File: config.mk
export PLATFORM = sky130hd
export DESIGN_NAME = pqhm_cfg
export DESIGN_NICKNAME = d
export VERILOG_FILES = /design/src/hdl/pqhm_pkg.sv /design/src/hdl/pqhm_cfg.sv
export SDC_FILE = /design/constraint.sdc
export NUM_CORES = 1
export LEC_CHECK = 0
export BUFFER_PORTS_ARGS = -buffer_cell sky130_fd_sc_hd__buf_4
export CAP_MARGIN = 10
export CORE_ASPECT_RATIO = 1.2
export CORE_MARGIN = 1
export CORE_UTILIZATION = 37
export CTS_CLUSTER_DIAMETER = 30
export DETAILED_ROUTE_END_ITERATION = 10
export PLACE_DENSITY = 0.76
export SLEW_MARGIN = 10
export SYNTH_ARGS = -nofsm -noshare
export SYNTH_HDL_FRONTEND = slang
export SYNTH_SLANG_ARGS = --single-unit
export TNS_END_PERCENT = 10
File: constraint.sdc
create_clock -name clk -period 1.42 [get_ports clk]
set_input_delay 0.284 -clock clk [delete_from_list [all_inputs] [get_ports clk]]
set_output_delay 0.284 -clock clk [all_outputs]
set_load 0.1 [all_outputs]
File: src/hdl/pqhm_pkg.sv
// pqhm_pkg: shared types and constants of the proximity query hit marker
// token and hit entry layouts, register codes, configuration and result words
// no dependencies
package pqhm_pkg;

    localparam int TERM_KEYS = 32;
    localparam int SEEN_CNT_W = $clog2(TERM_KEYS + 1);
    localparam int APB_ADDR_W = 5;
    localparam logic [15:0] HIT_MAX = 16'hFFFF;

    typedef struct packed {
        logic        rep;
        logic [7:0]  seq;
        logic        sv;
        logic [4:0]  term;
        logic [19:0] pos;
        logic [15:0] sub;
        logic [15:0] ctx;
    } tok_t;

    typedef struct packed {
        logic       op;
        logic       last;
        tok_t       tok;
        logic [9:0] read_index;
    } item_t;

    typedef struct packed {
        logic [4:0]  terms_needed;
        logic [19:0] window_size;
        logic        reuse_mode;
        logic        directed;
        logic        use_subcontext;
        logic        use_sequences;
    } cfg_t;

    typedef struct packed {
        logic        valid;
        logic [15:0] hit_id;
    } res_t;

    typedef struct packed {
        logic        mark;
        logic [15:0] hit;
    } hit_ent_t;

    typedef enum logic [2:0] {
        REG_TERMS_NEEDED   = 3'd0,
        REG_WINDOW_SIZE    = 3'd1,
        REG_REUSE_MODE     = 3'd2,
        REG_DIRECTED       = 3'd3,
        REG_USE_SUBCONTEXT = 3'd4,
        REG_USE_SEQUENCES  = 3'd5
    } reg_idx_t;

endpackage

File: src/hdl/pqhm_cfg.sv
// pqhm_cfg: apb register bank holding the search configuration
// depends on pqhm_pkg
module pqhm_cfg
    import pqhm_pkg::*;
(
    input  logic                  clk,
    input  logic                  rst_n,
    input  logic                  psel,
    input  logic                  penable,
    input  logic                  pwrite,
    input  logic [APB_ADDR_W-1:0] paddr,
    input  logic [31:0]           pwdata,
    output logic [31:0]           prdata,
    output logic                  pready,
    output cfg_t                  cfg
);

    cfg_t cfg_reg;
    logic [2:0] idx;
    logic wr_en;

    assign pready = 1'b1;
    assign idx = paddr[4:2];
    assign wr_en = psel && penable && pwrite;
    assign cfg = cfg_reg;

    always_ff @(posedge clk or negedge rst_n)
    begin
        if (!rst_n)
        begin
            cfg_reg.terms_needed   <= 5'd1;
            cfg_reg.window_size    <= '0;
            cfg_reg.reuse_mode     <= 1'b0;
            cfg_reg.directed       <= 1'b0;
            cfg_reg.use_subcontext <= 1'b0;
            cfg_reg.use_sequences  <= 1'b0;
        end
        else if (wr_en)
        begin
            unique case (idx)
                REG_TERMS_NEEDED:   cfg_reg.terms_needed   <= pwdata[4:0];
                REG_WINDOW_SIZE:    cfg_reg.window_size    <= pwdata[19:0];
                REG_REUSE_MODE:     cfg_reg.reuse_mode     <= pwdata[0];
                REG_DIRECTED:       cfg_reg.directed       <= pwdata[0];
                REG_USE_SUBCONTEXT: cfg_reg.use_subcontext <= pwdata[0];
                REG_USE_SEQUENCES:  cfg_reg.use_sequences  <= pwdata[0];
                default:            ;
            endcase
        end
    end

    always_comb
    begin
        unique case (idx)
            REG_TERMS_NEEDED:   prdata = {27'd0, cfg_reg.terms_needed};
            REG_WINDOW_SIZE:    prdata = {12'd0, cfg_reg.window_size};
            REG_REUSE_MODE:     prdata = {31'd0, cfg_reg.reuse_mode};
            REG_DIRECTED:       prdata = {31'd0, cfg_reg.directed};
            REG_USE_SUBCONTEXT: prdata = {31'd0, cfg_reg.use_subcontext};
            REG_USE_SEQUENCES:  prdata = {31'd0, cfg_reg.use_sequences};
            default:            prdata = '0;
        endcase
    end

endmodule

# Word level (Yosys, flattened, before mapping)
# Cells that the tools add are included.
[classes]
add_sub_neg = 0
n_mul = 0
div_mod_pow = 0
magnitude_cmp = 0
n_eq_ne = 5
n_shift = 0
n_mux = 1
n_bitwise = 0
n_reduce_logical = 9
[op_table]
columns = ["op", "n"]
rows = [
  ["case mux 20 bit (6 select lines)", 1],
  ["AND reduction 2 bit", 6],
  ["equality test 3 x 2 -> 1 bit, second input constant", 2],
  ["equality test 3 bit, second input constant", 2],
  ["equality test 3 x 1 -> 1 bit, second input constant", 1],
  ["logical NOT 3 bit", 1],
  ["logical AND 1 bit", 2],
]
[word_totals]
ff_bits = 29
latch_bits = 0
ram_bits = 0
rom_bits = 0
output_inout_bits = 62
n_memories = 0

# Logic depth before layout (Yosys ltp)
[depth]
depth_word = 3
mapped_depth = 5
ltp_nobuf = 3

# Worst setup path after synthesis
# No wires, ideal clock.
[synth_timing]
path_type = "reg2out"
start = "register cfg_reg (netlist bit cfg[4])"
end = "output prdata[0]"
t_arrival_ns = 3.223
required_time_ns = 1.136
path_slack_ns = -2.087
path_stages_with_launch = 3
n_path_buf = 0
path_cell_list = "dfrtp_1 -> mux2i_1 -> o21ai_0"
[synth_between]
elab_chain_cells = 1
[synth_rtl]
columns = ["item", "line_no", "rtl"]
rows = [
  ["start, declared", "pqhm_cfg.sv:18", "cfg_t cfg_reg;"],
  ["case mux 20 bit (6 select lines)", "pqhm_cfg.sv:54", "unique case (idx)"],
  ["end, declared", "pqhm_cfg.sv:13", "output logic [31:0] prdata,"],
]
# Every way passes these cells.

# Worst setup path after layout
[layout_timing]
start = "register cfg_reg (netlist bit cfg[24])"
end = "output prdata[0]"
# The elaborated chain is that of the path after synthesis.

==> results.py <==
metrics = {
    "clock_network": {
        "clock-sinks": 29,
        "clkSlewWorstSetupHoldPaths_ns": 0.06,
        "cts_max_level": 2,
        "max-clock-path-buffers": 2,
        "cts_buffers": 5,
        "root_buffer": "clkbuf_8",
        "insertion_delay_ns": 0.28,
        "cts_tree": "yes",
    },
    "logic_synthesis": {
        "yosys.area_share.simple_pct": 13.2,
        "synth_xor_area_share_pct": 0,
        "synthMuxAreaShare_pct": 26.7,
        "synth_area_um2": 1480,
        "avgSynthCellArea_um2": 12.5,
        "yosys_warnings": 0,
        "synth_top_family_by_area": "multiplexers",
        "syn_inst": 119,
        "ys_seq_area_share_pct": 49.0,
        "ys_types": 22,
        "synthAdderAreaFrac_pct": 0,
        "synth_compound_area_share_pct": 0.927,
        "synth_seq_cells": 29,
    },
    "pwr": {
        "power_frac_seq_pct": 28.2,
        "p_int_mw": 1.99,
        "switching_power_mw": 2.28,
        "p_leak_nw": 1.23,
        "swShare_pct": 53.4,
        "comb_power_share_pct": 56.9,
        "p_per_area_nw_per_um2": 1560,
        "vdd_drop_max_mv": 0.963,
        "p_clk_share_pct": 14.9,
    },
    "routing": {
        "ant_nets": 0,
        "vias": 1245,
        "drc": 0,
        "routedWlPerCell_um": 15.2,
        "vias_per_cell": 4.68,
        "first_iter_violations": 33,
        "drtPass1Iterations": 4,
        "wl_um": 4050,
    },
    "critical_path": {
        "r2r-start": "cfg[7]$_DFFE_PN0P_",
        "rr_worst_depth": 1,
        "worst-endpoint-required_ns": 1.14,
        "reg2reg_slack_ns": 0.52,
        "crit_start": "cfg[24]$_DFFE_PN1P_",
        "r2r_end": "cfg[7]$_DFFE_PN0P_",
        "crit_fanout": 3,
        "path_class": "reg2out",
        "arrival_ns": 1.32,
        "crit_path_end": "prdata[0]",
        "critPathCaptureType": "primary output",
        "start_kind": "flop",
    },
    "sta": {
        "fin_ws_ns": -0.181,
        "rsz0062_at_grt": "yes",
        "slew_violations": 0,
        "min_period_ns": 1.60,
        "fin_tns_setup_ns": -2.43,
        "finalHoldViolCount": 0,
        "max_freq_mhz": 625,
        "clock_skew_ns": 0,
        "whs_ns": 0.222,
        "setup_viol": 21,
        "period_share_pct": 113,
    },
    "run_status": {
        "violations": "setup timing",
        "status": "finished, violations left",
    },
    "finish": {
        "area_delta_synth_final_pct": 85.0,
        "diodes": 0,
        "layout.nets": 255,
        "final_layout_size_suffix_gt1_share_pct": 85.0,
        "fin_cells": 266,
        "final_cell_mix": "buf_4 (67), mux2_2 (26), dfrtp_2 (22), buf_12 (22), and2_4 (15)",
        "layout_commonest_cell": "buf_4",
        "utilization_pct": 73.7,
        "largest_register_ffs": 29,
    },
    "placement": {
        "dpl.hpwl_um": 2800,
        "port_buffers": 76,
        "place.gp.congestion": 0.722,
        "post-place-ws_ns": -0.295,
        "place_inst": 254,
    },
    "job": {
        "drv_cap": 0,
    },
    "die": {
        "die-height_um": 71.4,
        "start_util_pct": 39.9,
        "fp-row-count": 24,
        "die_w_um": 59.8,
        "num_io_pins": 104,
        "fp.dieArea_um2": 4270,
        "core_um2": 3720,
    },
    "global_route": {
        "track_usage_pct": 20.3,
        "grt_max_degree": 30,
        "grt_pass1_vias": 1322,
        "gr-total-overflow": 0,
        "antenna_found_initial": 0,
        "grt_first_pass_wirelength_um": 6240,
    },
    "min_path": {
        "hp-class": "in2reg",
    },
}
-- worst max-delay path, stage by stage (launching register included) --
cell	delay (ns)
dfstp_4	0.63
mux2i_4	0.07
o21ai_4	0.15
buf_12	0.19
-- metal layers --
layer	global-route usage (%)	vias to the layer above	share of wire (%)
met2	37.4	71	56
met3	7.40	9	9.0
met1	20.2	604	33
met5	0	-	0
met4	6.98	0	2.1
li1	-	561	-
-- cells in the mapped netlist --
cell type / n / share of area (%)
o21ai_0: 1 / 0.34
nand2b_1: 2 / 0.84
o22a_1: 1 / 0.59
nor2_2: 1 / 0.42
mux2_1: 3 / 2.3
buf_2: 1 / 0.34
inv_1: 1 / 0.25
buf_4: 13 / 6.6
clkbuf_1: 1 / 0.25
or2_1: 1 / 0.42
dfstp_2: 1 / 1.8
and2_1: 15 / 6.3
nand4_1: 1 / 0.42
conb_1: 2 / 0.51
nor3_1: 2 / 0.67
nor2_1: 6 / 1.5
nor3_4: 2 / 2.2
dfrtp_1: 28 / 47
mux2_2: 26 / 20
buf_6: 3 / 2.3
mux2i_1: 7 / 4.7
nand3_1: 1 / 0.34
-- cell type report --
cell class | count | area, µm²
inverters | 1 | 3.75
clock buffers | 8 | 80.1
flip-flops and latches | 29 | 781
repair buffers | 94 | 1010
multi-input cells | 82 | 803
fillers | 278 | 978
well taps | 52 | 65.1
-- metrics by stage --
stage	power (mW)	cell area (µm²)
floorplan	3.05	1700
global placement	3.48	2330
detailed placement	3.52	2330
CTS	4.27	2690
global route	4.41	2750
finish	4.27	2750
-- power by group through the flow --
stage | Clock (mW) | Sequential [mW] | Combinational [mW]
after global routing | 0.684 | 1.23 | 2.49
after CTS | 0.658 | 1.20 | 2.41
after global placement | 0 | 1.19 | 2.29
final | 0.634 | 1.21 | 2.43
after floorplan | 0 | 2.38 | 0.675
after detailed placement | 0 | 1.21 | 2.31
-- repair_timing --
action | in CTS | in global routing
setup buffers | 0 | 2
cloned | 0 | 1
resized for setup | 70 | 2
pin swaps | 14 | 5
hold buffers | 1 | 0
setup endpoints to repair | 21 | 21
hold endpoints to repair | 28 | 0
-- worst min-delay path by stage --
stage / cells past startpoint / to / start / slack, ns
after CTS: 2 / cfg[12]$_DFFE_PN0P_ / pwdata[8] / 0.22
after floorplan: 0 / cfg[0]$_DFFE_PN0P_ / rst_n / -0.01
after global placement: 1 / cfg[27]$_DFFE_PN0P_ / rst_n / 0.23
after detailed placement: 1 / cfg[27]$_DFFE_PN0P_ / rst_n / 0.23
after global routing: 2 / cfg[23]$_DFFE_PN0P_ / pwdata[19] / 0.22
final: 2 / cfg[12]$_DFFE_PN0P_ / pwdata[8] / 0.22
-- kinds of logic (layout without fill, tap and decap cells) --
family | Yosys count | count (layout)
other | 2 | 13
flip-flops | 29 | 29
multiplexers | 36 | 36
AND/OR/NAND/NOR | 31 | 31
AO/OA/AOI/OAI | 2 | 2
buffers and inverters | 19 | 103
Power figures use the tool's default switching activity.
